===== src/pvc_pkg.sv =====
// Shared types, codes and defaults for the progressive Vigenere cipher block.
// Used by the top level, pvc_front, pvc_back and pvc_chk; depends on nothing.
package pvc_pkg;

  localparam int DEF_KEY_DEPTH    = 16;
  localparam int DEF_SHIFT_DEPTH  = 16;
  localparam int DEF_ALPHABET_MAX = 64;

  localparam int SYMBOL_W    = 6;
  localparam int INDEX_W     = 4;
  localparam int SHIFT_W     = 8;
  localparam int CFG_DATA_W  = 7;
  localparam int REG_INDEX_W = 3;
  localparam int CMDQ_DEPTH  = 2;
  localparam int RESQ_DEPTH  = 2;

  localparam logic [1:0] ACT_SYMBOL      = 2'd0;
  localparam logic [1:0] ACT_KEY_WRITE   = 2'd1;
  localparam logic [1:0] ACT_SHIFT_WRITE = 2'd2;

  localparam logic [1:0] SHIFT_FIXED       = 2'd0;
  localparam logic [1:0] SHIFT_PROGRESSIVE = 2'd1;
  localparam logic [1:0] SHIFT_CUSTOM      = 2'd2;

  localparam logic [REG_INDEX_W-1:0] REG_ALPHABET_LENGTH = 3'd0;
  localparam logic [REG_INDEX_W-1:0] REG_DECRYPT_MODE    = 3'd1;
  localparam logic [REG_INDEX_W-1:0] REG_SHIFT_MODE      = 3'd2;
  localparam logic [REG_INDEX_W-1:0] REG_SHIFT_BACKWARD  = 3'd3;
  localparam logic [REG_INDEX_W-1:0] REG_SHIFT_STEP      = 3'd4;
  localparam logic [REG_INDEX_W-1:0] REG_KEY_LENGTH      = 3'd5;
  localparam logic [REG_INDEX_W-1:0] REG_CUSTOM_COUNT    = 3'd6;

  typedef enum logic [1:0] {
    STATUS_DONE  = 2'd0,
    STATUS_WRITE = 2'd1,
    STATUS_ERROR = 2'd2
  } status_t;

  typedef enum logic [1:0] {
    CMD_SYMBOL,
    CMD_KEY_WR,
    CMD_SHIFT_WR,
    CMD_BAD
  } cmd_kind_t;

  typedef enum logic [2:0] {
    ST_IDLE,
    ST_READ,
    ST_KEY,
    ST_RUN,
    ST_STEP,
    ST_SHIFT,
    ST_EMIT
  } back_state_t;

  typedef struct packed {
    logic [1:0]                action;
    logic [SYMBOL_W-1:0]       symbol;
    logic [INDEX_W-1:0]        entry_index;
    logic signed [SHIFT_W-1:0] shift_value;
    logic                      first;
  } in_item_t;

  typedef struct packed {
    logic [SYMBOL_W-1:0] out_symbol;
    status_t             status;
  } out_item_t;

  typedef struct packed {
    cmd_kind_t kind;
    in_item_t  item;
  } cmd_t;

  typedef struct packed {
    logic [6:0]        alphabet_length;
    logic              decrypt_mode;
    logic [1:0]        shift_sel;
    logic              shift_backward;
    logic signed [6:0] shift_step;
    logic [4:0]        key_span;
    logic [4:0]        custom_count;
  } cfg_t;

  localparam cfg_t CFG_RESET = '{
    alphabet_length: 7'd26,
    decrypt_mode:    1'b0,
    shift_sel:       SHIFT_FIXED,
    shift_backward:  1'b0,
    shift_step:      7'sd1,
    key_span:        5'd1,
    custom_count:    5'd0
  };

endpackage


===== src/progressive_vigenere_cipher.sv =====
// Top level of the progressive Vigenere cipher: configuration registers,
// front end and back end. Depends on pvc_pkg, pvc_front and pvc_back.
//
// Requests enter through push/full, one per edge with push high and full low.
// Action 0 enciphers or deciphers one symbol, actions 1 and 2 load a key or a
// custom shift table entry. Each request gives exactly one result, read from
// the result side while empty is low and taken with pop.
// A two-entry request queue sits between front and back, and a two-entry
// result queue after the back end, so requests keep coming while results wait.
// Table writes and error results pass only through the IDLE and EMIT states.
// A symbol runs through one shared remainder unit of 9 steps per pass: key
// reduction plus shift reduction in fixed and custom modes, two more passes
// for the running sum in progressive mode. Items are worked one at a time.
// When the result side stalls, the back end holds its finished result and the
// request queue fills, then full rises.
// Reset (rst, synchronous) empties both queues, restores the configuration
// defaults and clears key position, symbol position and running sum. Table
// contents are not cleared and must be written before use.
module progressive_vigenere_cipher #(
  parameter int KEY_DEPTH    = pvc_pkg::DEF_KEY_DEPTH,
  parameter int SHIFT_DEPTH  = pvc_pkg::DEF_SHIFT_DEPTH,
  parameter int ALPHABET_MAX = pvc_pkg::DEF_ALPHABET_MAX
) (
  input  logic                                clk,
  input  logic                                rst,
  input  logic                                push,
  input  pvc_pkg::in_item_t                   request,
  output logic                                full,
  input  logic                                pop,
  output pvc_pkg::out_item_t                  result,
  output logic                                empty,
  input  logic                                cfg_we,
  input  logic [pvc_pkg::REG_INDEX_W-1:0]     cfg_index,
  input  logic [pvc_pkg::CFG_DATA_W-1:0]      cfg_data
);

  pvc_pkg::cfg_t cfg;
  pvc_pkg::cmd_t cmd;
  logic          cmd_pop;
  logic          cmd_empty;

  always_ff @(posedge clk) begin
    if (rst) begin
      cfg <= pvc_pkg::CFG_RESET;
    end else if (cfg_we) begin
      unique case (cfg_index)
        pvc_pkg::REG_ALPHABET_LENGTH: cfg.alphabet_length <= cfg_data[6:0];
        pvc_pkg::REG_DECRYPT_MODE:    cfg.decrypt_mode    <= cfg_data[0];
        pvc_pkg::REG_SHIFT_MODE:      cfg.shift_sel       <= cfg_data[1:0];
        pvc_pkg::REG_SHIFT_BACKWARD:  cfg.shift_backward  <= cfg_data[0];
        pvc_pkg::REG_SHIFT_STEP:      cfg.shift_step      <= $signed(cfg_data[6:0]);
        pvc_pkg::REG_KEY_LENGTH:      cfg.key_span        <= cfg_data[4:0];
        pvc_pkg::REG_CUSTOM_COUNT:    cfg.custom_count    <= cfg_data[4:0];
        default: begin
        end
      endcase
    end
  end

  pvc_front u_front (
    .clk       (clk),
    .rst       (rst),
    .push      (push),
    .request   (request),
    .full      (full),
    .cmd_pop   (cmd_pop),
    .cmd       (cmd),
    .cmd_empty (cmd_empty)
  );

  pvc_back #(
    .KEY_DEPTH    (KEY_DEPTH),
    .SHIFT_DEPTH  (SHIFT_DEPTH),
    .ALPHABET_MAX (ALPHABET_MAX)
  ) u_back (
    .clk       (clk),
    .rst       (rst),
    .cfg       (cfg),
    .cmd_empty (cmd_empty),
    .cmd       (cmd),
    .cmd_pop   (cmd_pop),
    .pop       (pop),
    .result    (result),
    .empty     (empty)
  );

endmodule


===== src/pvc_ram.sv =====
// Generic single-port-write, registered-read RAM.
// No dependencies.
module pvc_ram #(
  parameter int WIDTH = 8,
  parameter int DEPTH = 16
) (
  input  logic                                       clk,
  input  logic                                       we,
  input  logic [((DEPTH > 1) ? $clog2(DEPTH) : 1)-1:0] waddr,
  input  logic [WIDTH-1:0]                           wdata,
  input  logic [((DEPTH > 1) ? $clog2(DEPTH) : 1)-1:0] raddr,
  output logic [WIDTH-1:0]                           rdata
);

  logic [WIDTH-1:0] mem [DEPTH];

  always_ff @(posedge clk) begin
    if (we) begin
      mem[waddr] <= wdata;
    end
    rdata <= mem[raddr];
  end

endmodule


===== src/pvc_fifo.sv =====
// Small register-based queue with push/full and pop/empty sides.
// No dependencies.
module pvc_fifo #(
  parameter int WIDTH = 8,
  parameter int DEPTH = 2
) (
  input  logic             clk,
  input  logic             rst,
  input  logic             push,
  input  logic [WIDTH-1:0] wdata,
  output logic             full,
  input  logic             pop,
  output logic [WIDTH-1:0] rdata,
  output logic             empty
);

  localparam int AW = (DEPTH > 1) ? $clog2(DEPTH) : 1;
  localparam int CW = $clog2(DEPTH + 1);

  logic [WIDTH-1:0] store [DEPTH];
  logic [AW-1:0]    wr_ptr;
  logic [AW-1:0]    rd_ptr;
  logic [CW-1:0]    count;
  logic             do_push;
  logic             do_pop;

  assign full    = (count == CW'(DEPTH));
  assign empty   = (count == '0);
  assign do_push = push && !full;
  assign do_pop  = pop && !empty;
  assign rdata   = store[rd_ptr];

  always_ff @(posedge clk) begin
    if (rst) begin
      wr_ptr <= '0;
      rd_ptr <= '0;
      count  <= '0;
    end else begin
      if (do_push) begin
        wr_ptr <= (wr_ptr == AW'(DEPTH - 1)) ? '0 : wr_ptr + 1'b1;
      end
      if (do_pop) begin
        rd_ptr <= (rd_ptr == AW'(DEPTH - 1)) ? '0 : rd_ptr + 1'b1;
      end
      if (do_push && !do_pop) begin
        count <= count + 1'b1;
      end else if (do_pop && !do_push) begin
        count <= count - 1'b1;
      end
    end
  end

  always_ff @(posedge clk) begin
    if (do_push) begin
      store[wr_ptr] <= wdata;
    end
  end

endmodule


===== src/pvc_remu.sv =====
// Shared remainder unit: wraps a signed value into 0 .. len-1, one quotient bit per cycle.
// No dependencies.
module pvc_remu #(
  parameter int ALPHABET_MAX = 64
) (
  input  logic                                                        clk,
  input  logic                                                        rst,
  input  logic                                                        start,
  input  logic signed [(((($clog2(ALPHABET_MAX + 1)) > 8) ?
                         $clog2(ALPHABET_MAX + 1) : 8) + 2)-1:0]      value,
  input  logic [$clog2(ALPHABET_MAX + 1)-1:0]                         len,
  output logic                                                        done,
  output logic [$clog2(ALPHABET_MAX + 1)-1:0]                         result
);

  localparam int LW   = $clog2(ALPHABET_MAX + 1);
  localparam int MAGW = ((LW > 8) ? LW : 8) + 1;
  localparam int SW   = MAGW + 1;
  localparam int CNTW = $clog2(MAGW + 1);

  logic              busy;
  logic              neg;
  logic [MAGW-1:0]   mag;
  logic [LW-1:0]     rem;
  logic [CNTW-1:0]   cnt;
  logic [LW:0]       rem_sh;
  logic [LW-1:0]     rem_step;
  logic signed [SW-1:0] value_abs;

  always_comb begin
    rem_sh    = {rem, mag[MAGW-1]};
    rem_step  = (rem_sh >= {1'b0, len}) ? LW'(rem_sh - {1'b0, len}) : LW'(rem_sh);
    value_abs = value[SW-1] ? -value : value;
    result    = (neg && (rem != '0)) ? len - rem : rem;
  end

  always_ff @(posedge clk) begin
    if (rst) begin
      busy <= 1'b0;
      done <= 1'b0;
    end else begin
      done <= 1'b0;
      if (start) begin
        busy <= 1'b1;
      end else if (busy && (cnt == CNTW'(1))) begin
        busy <= 1'b0;
        done <= 1'b1;
      end
    end
  end

  always_ff @(posedge clk) begin
    if (start) begin
      neg <= value[SW-1];
      mag <= MAGW'(value_abs);
      rem <= '0;
      cnt <= CNTW'(MAGW);
    end else if (busy) begin
      rem <= rem_step;
      mag <= {mag[MAGW-2:0], 1'b0};
      cnt <= cnt - 1'b1;
    end
  end

endmodule


===== src/pvc_front.sv =====
// Front end: accepts requests, classifies them by action and queues them.
// Depends on pvc_pkg and pvc_fifo.
module pvc_front (
  input  logic               clk,
  input  logic               rst,
  input  logic               push,
  input  pvc_pkg::in_item_t  request,
  output logic               full,
  input  logic               cmd_pop,
  output pvc_pkg::cmd_t      cmd,
  output logic               cmd_empty
);

  pvc_pkg::cmd_t                        cmd_in;
  logic [$bits(pvc_pkg::cmd_t)-1:0]     cmd_bits;

  always_comb begin
    cmd_in.item = request;
    unique case (request.action)
      pvc_pkg::ACT_SYMBOL:      cmd_in.kind = pvc_pkg::CMD_SYMBOL;
      pvc_pkg::ACT_KEY_WRITE:   cmd_in.kind = pvc_pkg::CMD_KEY_WR;
      pvc_pkg::ACT_SHIFT_WRITE: cmd_in.kind = pvc_pkg::CMD_SHIFT_WR;
      default:                  cmd_in.kind = pvc_pkg::CMD_BAD;
    endcase
  end

  pvc_fifo #(
    .WIDTH ($bits(pvc_pkg::cmd_t)),
    .DEPTH (pvc_pkg::CMDQ_DEPTH)
  ) u_cmdq (
    .clk   (clk),
    .rst   (rst),
    .push  (push),
    .wdata (cmd_in),
    .full  (full),
    .pop   (cmd_pop),
    .rdata (cmd_bits),
    .empty (cmd_empty)
  );

  assign cmd = pvc_pkg::cmd_t'(cmd_bits);

endmodule


===== src/pvc_back.sv =====
// Back end: runs queued requests through key/shift tables and the remainder unit.
// Depends on pvc_pkg, pvc_ram, pvc_remu and pvc_fifo.
module pvc_back #(
  parameter int KEY_DEPTH    = pvc_pkg::DEF_KEY_DEPTH,
  parameter int SHIFT_DEPTH  = pvc_pkg::DEF_SHIFT_DEPTH,
  parameter int ALPHABET_MAX = pvc_pkg::DEF_ALPHABET_MAX
) (
  input  logic               clk,
  input  logic               rst,
  input  pvc_pkg::cfg_t      cfg,
  input  logic               cmd_empty,
  input  pvc_pkg::cmd_t      cmd,
  output logic               cmd_pop,
  input  logic               pop,
  output pvc_pkg::out_item_t result,
  output logic               empty
);

  localparam int LW   = $clog2(ALPHABET_MAX + 1);
  localparam int MAGW = ((LW > 8) ? LW : 8) + 1;
  localparam int SW   = MAGW + 1;
  localparam int KAW  = (KEY_DEPTH > 1) ? $clog2(KEY_DEPTH) : 1;
  localparam int SAW  = (SHIFT_DEPTH > 1) ? $clog2(SHIFT_DEPTH) : 1;
  localparam int TW   = LW + 2;

  pvc_pkg::back_state_t state, state_next;
  pvc_pkg::in_item_t    cur, cur_next;
  pvc_pkg::out_item_t   res, res_next;
  logic [LW-1:0]        key_r, key_r_next;
  logic signed [pvc_pkg::SHIFT_W-1:0] shift_q, shift_q_next;
  logic [KAW-1:0]       kp, kp_next;
  logic [4:0]           sp, sp_next;
  logic [LW-1:0]        running, running_next;

  logic [LW-1:0]        len;
  logic                 key_idx_ok;
  logic                 shift_idx_ok;
  logic                 sym_bad;
  logic                 custom_ok;
  logic                 kp_wrap;
  logic                 key_we;
  logic                 shift_we;
  logic [KAW-1:0]       key_raddr;
  logic [SAW-1:0]       shift_raddr;
  logic [pvc_pkg::SYMBOL_W-1:0] key_rdata;
  logic [pvc_pkg::SHIFT_W-1:0]  shift_rdata;

  logic                 mod_start;
  logic signed [SW-1:0] mod_value;
  logic                 mod_done;
  logic [LW-1:0]        mod_result;

  logic signed [SW-1:0] step_ext;
  logic signed [SW-1:0] extra_base;
  logic signed [SW-1:0] extra_val;
  logic [TW-1:0]        tlen;
  logic [TW-1:0]        two_len;
  logic [TW-1:0]        total;
  logic [TW-1:0]        reduced;

  logic                 out_push;
  logic                 out_full;
  logic [$bits(pvc_pkg::out_item_t)-1:0] res_bits;

  always_comb begin
    if (cfg.alphabet_length < 7'd2) begin
      len = LW'(2);
    end else if (32'(cfg.alphabet_length) > 32'(ALPHABET_MAX)) begin
      len = LW'(ALPHABET_MAX);
    end else begin
      len = LW'(cfg.alphabet_length);
    end
  end

  assign key_idx_ok   = 32'(cmd.item.entry_index) < 32'(KEY_DEPTH);
  assign shift_idx_ok = 32'(cmd.item.entry_index) < 32'(SHIFT_DEPTH);
  assign sym_bad      = 32'(cmd.item.symbol) >= 32'(len);
  assign custom_ok    = (sp < cfg.custom_count) && (32'(sp) < 32'(SHIFT_DEPTH));
  assign kp_wrap      = (32'(kp) + 32'd1 >= 32'(cfg.key_span)) ||
                        (32'(kp) + 32'd1 >= 32'(KEY_DEPTH));
  assign key_raddr    = cmd.item.first ? '0 : kp;
  assign shift_raddr  = SAW'(cmd.item.first ? 5'd0 : sp);

  pvc_ram #(
    .WIDTH (pvc_pkg::SYMBOL_W),
    .DEPTH (KEY_DEPTH)
  ) u_key_ram (
    .clk   (clk),
    .we    (key_we),
    .waddr (KAW'(cmd.item.entry_index)),
    .wdata (cmd.item.symbol),
    .raddr (key_raddr),
    .rdata (key_rdata)
  );

  pvc_ram #(
    .WIDTH (pvc_pkg::SHIFT_W),
    .DEPTH (SHIFT_DEPTH)
  ) u_shift_ram (
    .clk   (clk),
    .we    (shift_we),
    .waddr (SAW'(cmd.item.entry_index)),
    .wdata (cmd.item.shift_value),
    .raddr (shift_raddr),
    .rdata (shift_rdata)
  );

  pvc_remu #(
    .ALPHABET_MAX (ALPHABET_MAX)
  ) u_remu (
    .clk    (clk),
    .rst    (rst),
    .start  (mod_start),
    .value  (mod_value),
    .len    (len),
    .done   (mod_done),
    .result (mod_result)
  );

  always_comb begin
    step_ext = SW'($signed(cfg.shift_step));
    case (cfg.shift_sel)
      pvc_pkg::SHIFT_FIXED:  extra_base = step_ext;
      pvc_pkg::SHIFT_CUSTOM: extra_base = custom_ok ? SW'(shift_q) : '0;
      default:               extra_base = '0;
    endcase
    extra_val = cfg.shift_backward ? -extra_base : extra_base;

    tlen    = TW'(len);
    two_len = tlen << 1;
    if (cfg.decrypt_mode) begin
      total = TW'(cur.symbol) + two_len - TW'(key_r) - TW'(mod_result);
    end else begin
      total = TW'(cur.symbol) + TW'(key_r) + TW'(mod_result);
    end
    if (total >= two_len) begin
      reduced = total - two_len;
    end else if (total >= tlen) begin
      reduced = total - tlen;
    end else begin
      reduced = total;
    end
  end

  always_comb begin
    state_next   = state;
    cur_next     = cur;
    res_next     = res;
    key_r_next   = key_r;
    shift_q_next = shift_q;
    kp_next      = kp;
    sp_next      = sp;
    running_next = running;
    cmd_pop      = 1'b0;
    out_push     = 1'b0;
    key_we       = 1'b0;
    shift_we     = 1'b0;
    mod_start    = 1'b0;
    mod_value    = '0;

    unique case (state)
      pvc_pkg::ST_IDLE: begin
        if (!cmd_empty) begin
          cmd_pop             = 1'b1;
          cur_next            = cmd.item;
          res_next.out_symbol = '0;
          res_next.status     = pvc_pkg::STATUS_ERROR;
          state_next          = pvc_pkg::ST_EMIT;
          unique case (cmd.kind)
            pvc_pkg::CMD_KEY_WR: begin
              key_we          = key_idx_ok;
              res_next.status = pvc_pkg::STATUS_WRITE;
            end
            pvc_pkg::CMD_SHIFT_WR: begin
              shift_we        = shift_idx_ok;
              res_next.status = pvc_pkg::STATUS_WRITE;
            end
            pvc_pkg::CMD_SYMBOL: begin
              if (cmd.item.first) begin
                kp_next      = '0;
                sp_next      = '0;
                running_next = '0;
              end
              if (!sym_bad) begin
                state_next = pvc_pkg::ST_READ;
              end
            end
            default: begin
            end
          endcase
        end
      end
      pvc_pkg::ST_READ: begin
        shift_q_next = $signed(shift_rdata);
        mod_start    = 1'b1;
        mod_value    = SW'(key_rdata);
        state_next   = pvc_pkg::ST_KEY;
      end
      pvc_pkg::ST_KEY: begin
        if (mod_done) begin
          key_r_next = mod_result;
          mod_start  = 1'b1;
          if (cfg.shift_sel == pvc_pkg::SHIFT_PROGRESSIVE) begin
            mod_value  = SW'(running);
            state_next = pvc_pkg::ST_RUN;
          end else begin
            mod_value  = extra_val;
            state_next = pvc_pkg::ST_SHIFT;
          end
        end
      end
      pvc_pkg::ST_RUN: begin
        if (mod_done) begin
          mod_start  = 1'b1;
          mod_value  = SW'(mod_result) + step_ext;
          state_next = pvc_pkg::ST_STEP;
        end
      end
      pvc_pkg::ST_STEP: begin
        if (mod_done) begin
          running_next = mod_result;
          mod_start    = 1'b1;
          mod_value    = cfg.shift_backward ? -SW'(mod_result) : SW'(mod_result);
          state_next   = pvc_pkg::ST_SHIFT;
        end
      end
      pvc_pkg::ST_SHIFT: begin
        if (mod_done) begin
          res_next.out_symbol = pvc_pkg::SYMBOL_W'(reduced);
          res_next.status     = pvc_pkg::STATUS_DONE;
          kp_next             = kp_wrap ? '0 : kp + 1'b1;
          sp_next             = (&sp) ? sp : sp + 5'd1;
          state_next          = pvc_pkg::ST_EMIT;
        end
      end
      pvc_pkg::ST_EMIT: begin
        if (!out_full) begin
          out_push   = 1'b1;
          state_next = pvc_pkg::ST_IDLE;
        end
      end
      default: begin
        state_next = pvc_pkg::ST_IDLE;
      end
    endcase
  end

  always_ff @(posedge clk) begin
    if (rst) begin
      state   <= pvc_pkg::ST_IDLE;
      kp      <= '0;
      sp      <= '0;
      running <= '0;
    end else begin
      state   <= state_next;
      kp      <= kp_next;
      sp      <= sp_next;
      running <= running_next;
    end
  end

  always_ff @(posedge clk) begin
    cur     <= cur_next;
    res     <= res_next;
    key_r   <= key_r_next;
    shift_q <= shift_q_next;
  end

  pvc_fifo #(
    .WIDTH ($bits(pvc_pkg::out_item_t)),
    .DEPTH (pvc_pkg::RESQ_DEPTH)
  ) u_resq (
    .clk   (clk),
    .rst   (rst),
    .push  (out_push),
    .wdata (res),
    .full  (out_full),
    .pop   (pop),
    .rdata (res_bits),
    .empty (empty)
  );

  assign result = pvc_pkg::out_item_t'(res_bits);

endmodule


===== config.mk =====
export PLATFORM = sky130hd
export DESIGN_NAME = progressive_vigenere_cipher
export DESIGN_NICKNAME = d
export VERILOG_FILES = /design/src/pvc_pkg.sv /design/src/progressive_vigenere_cipher.sv /design/src/pvc_ram.sv /design/src/pvc_fifo.sv /design/src/pvc_remu.sv /design/src/pvc_front.sv /design/src/pvc_back.sv
export SDC_FILE = /design/constraint.sdc
export NUM_CORES = 1
export LEC_CHECK = 0
export BUFFER_PORTS_ARGS = -buffer_cell sky130_fd_sc_hd__buf_2
export CAP_MARGIN = 20
export CORE_ASPECT_RATIO = 0.9
export CORE_MARGIN = 5
export CORE_UTILIZATION = 56
export DETAILED_ROUTE_END_ITERATION = 16
export GPL_TIMING_DRIVEN = 1
export PLACE_DENSITY_LB_ADDON = 0.2
export REMOVE_ABC_BUFFERS = 1
export SETUP_SLACK_MARGIN = 0.4
export SLEW_MARGIN = 10
export SYNTH_ARGS = -nofsm -noshare
export SYNTH_HDL_FRONTEND = slang
export SYNTH_SLANG_ARGS = --single-unit

===== constraint.sdc =====
create_clock -name clk -period 9.06 [get_ports clk]
set_clock_uncertainty 0.15 [all_clocks]
set_input_delay 0.906 -clock clk [delete_from_list [all_inputs] [get_ports clk]]
set_output_delay 0.906 -clock clk [all_outputs]
set_load 0.01 [all_outputs]

==> impl_metrics.env, run 1 <==
export IMPL_setup_viol=0
export IMPL_root_buffer="clkbuf_16"
export IMPL_setup_worst_path_class="flip-flop to flip-flop"
export IMPL_vias=13600
export IMPL_slew_viol_final=0
export IMPL_gr_usage_met3_pct=4.17
export IMPL_die_x_um=210
export IMPL_cts_sinks=405
export IMPL_cts_max_level=2
export IMPL_syn_area_um2=20100
export IMPL_coreArea_um2=35300
export IMPL_cpPeakStageDelay_ns=0.85
export IMPL_path_buf_inv=5
export IMPL_r2r_end="u_back.res[4]"
export IMPL_final_area_um2=22100
export IMPL_fin_nets=1870
export IMPL_p_per_area_nw_per_um2=310
export IMPL_fp_dieH_um=190
export IMPL_clk_path_buf_depth=3
export IMPL_grt_max_degree=70
export IMPL_initial_core_util_pct=57.0
export IMPL_nFillCells=2703
export IMPL_critPathMaxFanout=7
export IMPL_totalPowerFinal_mw=6.85
export IMPL_setup_tns_ns=0
export IMPL_ios=46
export IMPL_r2r_cells=26
export IMPL_drc=0
export IMPL_synth_most_common_cell="edfxtp_1"
export IMPL_period_needed_ns=7.41
export IMPL_crit_arrival_ns=7.56
export IMPL_yosysSeqAreaShare_pct=56.3
export IMPL_cts_setup_buffers=0
export IMPL_drtAntennaViolNets=0
export IMPL_hold_depth=0
export IMPL_gp_congestion=0.885
export IMPL_rows=65
export IMPL_cp_slowest_cell="o32ai_1"
export IMPL_r2r_slack_ns=1.65
export IMPL_synthTopCellsByArea="edfxtp_1, dfxtp_1, ha_1, mux2_2, nor2_1"
export IMPL_wirelength_mm=45.9
export IMPL_max_slew_margin_pct=26.4
export IMPL_status="finished clean"
export IMPL_ys_ff_latch=405
export IMPL_die_area_um2=39800
export IMPL_fin_crit_sh_pct=81.8
export IMPL_yosys_warnings=0
export IMPL_ys_top_cells_by_count="edfxtp_1, nor2_1, nand2_1"
export IMPL_cts_resized=0
export IMPL_syn_instance_count=1702
export IMPL_hp_start="u_back.u_shift_ram.rdata[6]"
export IMPL_p_leak_nw=8.02
export IMPL_clk_latency_ns=0.55
export IMPL_via_per_inst=6.08
export IMPL_cts_tree="built"
export IMPL_synth_edf_count=321
export IMPL_synthDistinctLibCells=86
export IMPL_ir_drop_uv=201
export IMPL_rsz0062_at_grt="no"
export IMPL_grt_pass1_vias=13500
export IMPL_worstReg2RegStart="cfg[23]"
export IMPL_syn_to_final_growth_pct=9.92
export IMPL_cp_top_family="compound AO/OA/AOI/OAI gates"
export IMPL_grt_pass1_wl_mm=72.7
export IMPL_start_kind="flip-flop"
export IMPL_hold_viol=0
export IMPL_final_layout_size_suffix_gt1_share_pct=12.8
export IMPL_critical_path_most_common_cell="inv_1"
export IMPL_drv_cap=0
export IMPL_max_freq_mhz=135
export IMPL_worst_setup_path_end_kind="flip-flop"
export IMPL_io_buffers=45
export IMPL_use_met1_pct=31.3
export IMPL_min_to="u_back.shift_q[6]"
export IMPL_gr_total_overflow=0
export IMPL_track_usage_pct=22.8
export IMPL_required_ns=9.20
export IMPL_drt_first_pass_iters=6
export IMPL_synthArstFlopShare_pct=0
export IMPL_antenna_found_initial=0
export IMPL_cts_buffers=41
export IMPL_cts_hold_fix_buffers=0
export IMPL_routedWlPerCell_um=20.6
export IMPL_clk_pin_slew_ns=0.07
export IMPL_yosysTopAreaCell="edfxtp_1"
export IMPL_dpl_cell_area_um2=20800
export IMPL_hpwl_mm=31.3
export IMPL_use_met2_pct=37.0
export IMPL_avgSynthCellArea_um2=11.8
export IMPL_hp_class="flip-flop to flip-flop"
export IMPL_max_slew_worst_pin_slew_ns=1.10
export IMPL_synth_top_area_share_pct=47.9
export IMPL_top_usage_layer="met2"
export IMPL_synth_main_ff_cell="edfxtp_1"
export IMPL_drt_iter0_drc=1427
export IMPL_n_antenna_cell=0
[worst max path at each step]
stage,from,to,slack (ns),cells after the start
after CTS,cfg[23],u_back.res[4],1.73,26
after detailed placement,cfg[23],u_back.res[4],1.76,26
after floorplan,cfg[23],u_back.res[4],2.24,24
after global placement,cfg[23],u_back.res[4],2.04,27
after global routing,cfg[23],u_back.res[5],0.97,26
final,cfg[23],u_back.res[4],1.65,26
[metal layers]
| metal | share of wire (%) | wire, µm |
|---|---|---|
| met4 | 3.6 | 1650 |
| met5 | 0 | 0 |
| met1 | 44 | 20000 |
| met3 | 5.9 | 2730 |
| met2 | 47 | 21500 |
[where the power goes]
group / switching [mW] / internal [mW]
Clock: 0.703 / 0.974
Sequential: 0.136 / 2.29
Combinational: 1.66 / 1.07
Total: 2.50 / 4.34
[kinds of logic (layout without fill, tap and decap cells)]
family | count (synthesis) | count (layout) | share of synthesized area [%]
flip-flops | 405 | 405 | 56.3
buffers and inverters | 166 | 224 | 3.15
multiplexers | 124 | 124 | 7.30
AO/OA/AOI/OAI | 389 | 389 | 12.4
AND/OR/NAND/NOR | 448 | 448 | 10.8
adder cells (fa/ha/maj) | 109 | 109 | 7.36
XOR/XNOR | 61 | 61 | 2.66
[sequential cells by signal, indices dropped and copies added (netlist names), 2 cells and up, named ones only]
name,count
u_back.res,8
u_back.u_shift_ram.mem,128
u_back.u_key_ram.mem,96
u_back.u_remu.mag,9
u_back.u_resq.count,2
u_back.key_r,7
u_back.cur,6
u_back.running,7
cfg,28
u_back.shift_q,8
u_front.u_cmdq.count,2
u_back.u_key_ram.rdata,6
u_front.u_cmdq.store,42
u_back.kp,4
u_back.u_remu.cnt,4
u_back.u_shift_ram.rdata,8
u_back.u_resq.store,16
u_back.u_remu.rem,7
u_back.state,3
u_back.sp,5
[worst register-to-register path: stages, from the launching register on]
cell and delay (ns):
dfxtp_1 0.32, or4_1 0.54, nor2_1 0.10, o21ai_0 0.08, buf_4 0.21, inv_1 0.20, ha_1 0.28, nor2b_1 0.13
o2111ai_1 0.22, a41oi_1 0.16, o32ai_1 0.85, inv_1 0.27, fa_1 0.55, inv_1 0.05, fa_1 0.49, inv_1 0.04
ha_1 0.23, a2111oi_0 0.48, o21ai_0 0.19, nand3b_1 0.16, nand2_1 0.08, ha_1 0.21, a2111oi_0 0.31, a21oi_1 0.14
a221oi_2 0.38, nand2b_1 0.23, o22ai_1 0.10
[metrics by stage]
stage                     cells  utilization (%)  setup WS (ns)  hold WS (ns)
after global placement     2150             58.8           2.04         0.241
after global routing       2229             62.6          0.971         0.260
after CTS                  2228             62.6           1.73         0.242
final                      2229             62.6           1.65         0.251
after detailed placement   2152             58.8           1.76         0.240
after floorplan            1623                -           2.24         0.236
[area by class of cell]
class                           count  area, µm²  share of cell area [%]
Clock buffer                       64       1190                    5.40
Clock inverter                     12        143                   0.645
Inverter                           87        327                    1.48
Multi-Input combinational cell   1131       8190                    37.0
Sequential cell                   405      11300                    51.2
Tap cell                          469        587                    2.65
Timing Repair Buffer               61        348                    1.57
[cells in the final DEF (no fill, tap or decap), types with 10 or more instances in the layout]
cell	n
xor2_1	29
inv_1	85
o22ai_1	10
xnor2_1	32
o21ai_0	96
a31oi_1	25
edfxtp_1	321
clkbuf_1	17
clkbuf_16	43
a21oi_1	110
nand3_1	26
dfxtp_1	81
o211ai_1	11
mux4_2	12
o31ai_1	11
and2_1	11
a22oi_1	16
mux2_2	61
nand2_1	114
nor3_1	19
fa_1	16
nor2_1	150
nand3b_1	15
nand2b_1	22
buf_2	46
a221oi_1	11
a21o_1	20
nor2b_1	24
mux2i_1	50
buf_4	13
ha_1	91
(Power assumes the default switching activity.)
==> run 2, diff against run 1 <==
ABC_AREA = 1   (was not set)
clock period = 6.6 ns   (was 9.06 ns; I/O delays follow)
==> impl_metrics.env, run 2 <==
export IMPL_status="finished clean"
export IMPL_vias=14900
export IMPL_max_slew_worst_pin_slew_ns=1.06
export IMPL_antenna_found_initial=0
export IMPL_drtAntennaViolNets=0
export IMPL_synthArstFlopShare_pct=0
export IMPL_cts_sinks=405
export IMPL_cp_slowest_cell="fa_1"
export IMPL_die_x_um=211
export IMPL_largest_register="u_back.u_shift_ram.mem"
export IMPL_max_slew_margin_pct=29.0
export IMPL_required_ns=6.76
export IMPL_syn_instance_count=2069
export IMPL_avgSynthCellArea_um2=9.82
export IMPL_syn_area_um2=20300
export IMPL_clk_path_buf_depth=3
export IMPL_initial_core_util_pct=56.4
export IMPL_synth_edf_count=321
export IMPL_grt_pass1_wl_mm=75.6
export IMPL_clk_pin_slew_ns=0.06
export IMPL_path_buf_inv=5
export IMPL_cts_tree="built"
export IMPL_crit_arrival_ns=6.03
export IMPL_ys_top_cells_by_count="nand2_1, edfxtp_1, nor2_1"
export IMPL_hpwl_mm=34.7
export IMPL_final_layout_size_suffix_gt1_share_pct=11.0
export IMPL_setup_worst_path_class="flip-flop to flip-flop"
export IMPL_syn_to_final_growth_pct=10.9
export IMPL_fin_crit_sh_pct=89.0
export IMPL_rsz0062_at_grt="no"
export IMPL_period_needed_ns=5.88
export IMPL_drt_iter0_drc=1163
export IMPL_fp_dieH_um=191
export IMPL_io_buffers=45
export IMPL_setup_tns_ns=0
export IMPL_cts_hold_fix_buffers=0
export IMPL_worst_setup_path_end_kind="flip-flop"
export IMPL_synth_top_area_share_pct=47.4
export IMPL_start_kind="flip-flop"
export IMPL_gr_total_overflow=0
export IMPL_n_antenna_cell=0
export IMPL_drt_first_pass_iters=6
export IMPL_ir_drop_uv=312
export IMPL_grt_pass1_vias=14000
export IMPL_synth_most_common_cell="nand2_1"
export IMPL_slew_viol_final=0
export IMPL_biggestRegsByFlops="u_back.u_shift_ram.mem: 128 flops, u_back.u_key_ram.mem: 96 flops, u_front.u_cmdq.store: 42 flops"
export IMPL_cp_top_family="simple AND/OR/NAND/NOR gates"
export IMPL_rows=66
export IMPL_coreArea_um2=36000
export IMPL_cts_max_level=2
export IMPL_layout_common_cells="nand2_1, edfxtp_1, nor2_1"
export IMPL_routedWlPerCell_um=18.5
export IMPL_synth_main_ff_cell="edfxtp_1"
export IMPL_yosysSeqAreaShare_pct=55.7
export IMPL_clk_latency_ns=0.56
export IMPL_hp_class="primary input to flip-flop"
export IMPL_cts_buffers=42
export IMPL_largest_register_ffs=128
export IMPL_track_usage_pct=23.7
export IMPL_layout_commonest_cell="nand2_1"
export IMPL_drc=0
export IMPL_synthTopCellsByArea="edfxtp_1, dfxtp_1, nand2_1, ha_1, o21ai_0"
export IMPL_synthDistinctLibCells=59
export IMPL_setup_viol=0
export IMPL_via_per_inst=5.69
export IMPL_critPathMaxFanout=6
export IMPL_critical_path_most_common_cell="inv_1"
export IMPL_p_per_area_nw_per_um2=503
export IMPL_drv_cap=0
export IMPL_cpPeakStageDelay_ns=0.51
export IMPL_totalPowerFinal_mw=11.3
export IMPL_root_buffer="clkbuf_16"
export IMPL_nFillCells=2980
export IMPL_ys_ff_latch=405
export IMPL_fin_nets=2258
export IMPL_ios=46
export IMPL_yosysTopAreaCell="edfxtp_1"
export IMPL_gp_congestion=0.924
export IMPL_wirelength_mm=48.6
export IMPL_die_area_um2=40200
export IMPL_hold_viol=0
export IMPL_yosys_warnings=0
export IMPL_max_freq_mhz=170
export IMPL_p_leak_nw=8.94
export IMPL_grt_max_degree=65
==> run 2: changes by cell type after synthesis, moves of 51 or more <==
| cell | previous run | this run |
|---|---|---|
| o21ai_0 | 96 | 200 |
| mux2_2 | 61 | 8 |
| o21bai_1 | 7 | 59 |
| inv_1 | 85 | 193 |
| nor2_1 | 151 | 249 |
| mux2i_1 | 51 | 0 |
| nand2_1 | 114 | 341 |
| nand3_1 | 26 | 101 |
==> run 2: power breakdown <==
| group | internal, mW | leakage, nW | switching [mW] | total (mW) |
|---|---|---|---|---|
| sequential | 3.34 | 3.61 | 0.162 | 3.50 |
| clock | 1.33 | 0.657 | 0.986 | 2.31 |
| combinational | 1.93 | 4.67 | 3.59 | 5.52 |
| total | 6.59 | 8.94 | 4.74 | 11.3 |
==> run 2: metrics by stage <==
stage | std cells | util [%] | setup slack, ns | area [µm²] | hold WS, ns
3_3_place_gp | 2543 | 58.4 | 0.479 | 21000 | 0.243
4_1_cts | 2620 | 62.2 | 0.461 | 22400 | 0.110
2_1_floorplan | 2001 | - | 0.547 | 20000 | 0.236
3_5_place_dp | 2543 | 58.4 | 0.296 | 21000 | 0.239
6_report | 2624 | 62.6 | 0.724 | 22500 | 0.128
5_1_grt | 2624 | 62.6 | 0.390 | 22500 | 0.111
==> run 2: routing by layer <==
layer	track usage, %	up-vias	share of wire [%]
met2	38.7	506	46
li1	-	7245	-
met4	6.51	0	2.8
met5	0	-	0
met1	33.3	7097	43
met3	4.03	91	7.4
==> run 2: path summary, 6_finish.rpt <==
kind | startpoint | cells past startpoint | slack [ns] | endpoint
worst max-delay path | cfg[25] | 34 | 0.72 | u_back.res[5]
worst min-delay path | request[4] | 1 | 0.13 | u_front.u_cmdq.store[0][4]
worst max register to register | cfg[25] | 34 | 0.72 | u_back.res[5]
worst min register to register | u_back.u_shift_ram.rdata[3] | 0 | 0.25 | u_back.shift_q[3]
==> run 2: repair_timing <==
item,4_1_cts,5_1_grt
buffers inserted,0,3
resized for setup,2,28
pin swaps,0,22
endpoints found under the setup margin,6,6
==> run 2: logic make-up after synthesis <==
logic type                 share of synthesized area, %
muxes                                             0.443
DFF                                                55.7
adders and majority gates                          7.18
xor gates and xnor gates                           1.21
buffers and inverters                              5.33
AOI/OAI and AO/OA                                  13.7
and+or+nand+nor                                    16.4
==> run 2: cell type report <==
type                       instances  area (µm²)  area share (%)
clock buffer                      54        1120            4.96
clock inverter                    23         224           0.994
inverter                         214         806            3.58
multi-input combinational       1382        8060            35.7
sequential                       405       11300            50.2
tap                              476         596            2.64
timing repair buffer              70         417            1.85
==> run 2: worst register-to-register path: cells and delay by family, from the launching register on <==
kind                       cells  cell delay (ns)
AOI/OAI and AO/OA              6             0.97
xor gates and xnor gates       2             0.37
adders and majority gates      5             1.65
DFF                            1             0.33
buffers and inverters          5             0.29
and+or+nand+nor               16             1.89
==> run 3, diff against run 2 <==
PLACE_DENSITY = 0.75   (was not set)
PLACE_DENSITY_LB_ADDON = not set   (was 0.2)
==> impl_metrics.env, run 3 (synthesis gave the netlist of run 2 again) <==
export IMPL_status="finished clean"
export IMPL_clk_pin_slew_ns=0.06
export IMPL_drtAntennaViolNets=0
export IMPL_syn_to_final_growth_pct=12.1
export IMPL_setup_ws_ns=0.680
export IMPL_crit_arrival_ns=6.09
export IMPL_drc=0
export IMPL_hp_class="primary input to flip-flop"
export IMPL_hold_viol=0
export IMPL_cts_sinks=405
export IMPL_drt_iter0_drc=1399
export IMPL_startpoint="cfg[23]"
export IMPL_n_antenna_cell=0
export IMPL_antenna_found_initial=0
export IMPL_routedWlPerCell_um=18.6
export IMPL_period_needed_ns=5.92
export IMPL_grt_max_degree=66
export IMPL_pre_cts_ws_ns=0.145
export IMPL_critPathMaxFanout=6
export IMPL_track_usage_pct=23.9
export IMPL_nFillCells=2931
export IMPL_critical_path_most_common_cell="inv_1"
export IMPL_setup_tns_ns=0
export IMPL_initial_core_util_pct=56.4
export IMPL_seqPwrFrac_pct=30.0
export IMPL_rows=66
export IMPL_die_x_um=211
export IMPL_largest_register="u_back.u_shift_ram.mem"
export IMPL_required_ns=6.77
export IMPL_grt_pass1_vias=14100
export IMPL_register_area_um2=11300
export IMPL_clk_latency_ns=0.57
export IMPL_r2r_end="u_back.res[6]"
export IMPL_fin_nets=2260
export IMPL_rsz0062_at_grt="no"
export IMPL_ir_drop_uv=303
export IMPL_drv_cap=0
export IMPL_die_area_um2=40200
export IMPL_final_layout_size_suffix_gt1_share_pct=11.9
export IMPL_multi_input_area_um2=8070
export IMPL_layout_common_cells="nand2_1, edfxtp_1, nor2_1"
export IMPL_hp_start="request[15]"
export IMPL_drt_first_pass_iters=6
export IMPL_hpwl_mm=34.5
export IMPL_max_slew_margin_pct=27.7
export IMPL_ios=46
export IMPL_root_buffer="clkbuf_16"
export IMPL_cpPeakStageDelay_ns=0.50
export IMPL_cts_buffers=42
export IMPL_cts_max_level=2
export IMPL_p_sw_mw=4.84
export IMPL_coreArea_um2=36000
export IMPL_start_kind="flip-flop"
export IMPL_min_to="u_front.u_cmdq.store[1][15]"
export IMPL_via_per_inst=5.72
export IMPL_largest_register_ffs=128
export IMPL_fin_cells=2627
export IMPL_p_per_area_nw_per_um2=513
export IMPL_p_leak_nw=9.05
export IMPL_hold_depth=1
export IMPL_switching_share_pct=41.4
export IMPL_max_slew_worst_pin_slew_ns=1.08
export IMPL_max_freq_mhz=169
export IMPL_gp_congestion=0.911
export IMPL_grt_pass1_wl_mm=76.2
export IMPL_clk_path_buf_depth=3
export IMPL_clkPwrFrac_pct=21.9
export IMPL_fp_dieH_um=191
export IMPL_cp_slowest_cell="fa_1"
export IMPL_cts_tree="built"
export IMPL_totalPowerFinal_mw=11.7
export IMPL_biggestRegsByFlops="u_back.u_shift_ram.mem: 128 flops, u_back.u_key_ram.mem: 96 flops, u_front.u_cmdq.store: 42 flops"
export IMPL_setup_worst_path_class="flip-flop to flip-flop"
export IMPL_slew_viol_final=0
export IMPL_setup_viol=0
export IMPL_vias=15000
export IMPL_r2r_slack_ns=0.68
export IMPL_r2r_cells=35
export IMPL_gr_total_overflow=0
export IMPL_layout_commonest_cell="nand2_1"
export IMPL_worst_setup_path_end_kind="flip-flop"
export IMPL_wirelength_mm=48.8
export IMPL_dp_cells=2539
export IMPL_comb_power_share_pct=48.1
export IMPL_fin_crit_sh_pct=89.7
export IMPL_io_buffers=45
export IMPL_p_int_mw=6.85
export IMPL_worstReg2RegStart="cfg[23]"
==> run 3: worst max path at each step <==
| stage | slack, ns | cells after the start | endpoint |
|---|---|---|---|
| CTS | 0.41 | 36 | u_back.res[6] |
| global placement | 0.35 | 35 | u_back.res[2] |
| finish | 0.68 | 35 | u_back.res[6] |
| global route | 0.32 | 35 | u_back.res[6] |
| detailed placement | 0.15 | 36 | u_back.res[6] |
| floorplan | 0.55 | 33 | u_back.res[2] |
==> run 3: per-layer routing <==
| metal | GRT usage [%] | routed length (µm) | vias up |
|---|---|---|---|
| met4 | 7.50 | 1420 | 0 |
| met2 | 38.4 | 22700 | 573 |
| met1 | 33.7 | 21000 | 7107 |
| li1 | - | - | 7257 |
| met5 | 0 | 0 | - |
| met3 | 3.92 | 3670 | 100 |
==> run 3: critical path, delay by kind of cell (launching register included) <==
family | cells | cell delay [ns]
flip-flops | 1 | 0.34
buffers and inverters | 8 | 0.57
adder cells (fa/ha/maj) | 5 | 1.57
AO/OA/AOI/OAI | 5 | 0.96
XOR/XNOR | 1 | 0.17
AND/OR/NAND/NOR | 16 | 1.93
==> run 3: repair_timing <==
action                     in CTS  in global routing
buffers inserted                0                  9
setup endpoints to repair       6                  6
cloned                          0                  0
pin swaps                       0                 14
resized for setup               4                 31
hold buffers                    0                  0
==> run 3: cell type report <==
type	instances	share of cell area (%)
repair buffers	72	2.02
clock buffers	50	5.06
clock inverters	28	1.65
multi-input cells	1382	35.4
flip-flops and latches	405	49.7
well taps	476	2.61
inverters	214	3.55
==> run 3: stage by stage <==
| step | cell area (µm²) | utilization [%] | hold WS, ns |
|---|---|---|---|
| 2_1_floorplan | 20000 | - | 0.236 |
| 4_1_cts | 22600 | 62.7 | 0.0995 |
| 3_5_place_dp | 21000 | 58.4 | 0.239 |
| 6_report | 22800 | 63.3 | 0.125 |
| 3_3_place_gp | 21000 | 58.3 | 0.241 |
| 5_1_grt | 22800 | 63.3 | 0.108 |
==> run 3: power by group through the flow <==
stage / clock network [mW] / logic [mW] / registers [mW]
5_1_grt: 2.71 / 6.25 / 3.54
3_5_place_dp: 0 / 5.30 / 3.55
4_1_cts: 2.60 / 5.36 / 3.50
6_report: 2.56 / 5.62 / 3.51
2_1_floorplan: 0 / 3.87 / 3.50
3_3_place_gp: 0 / 5.12 / 3.54
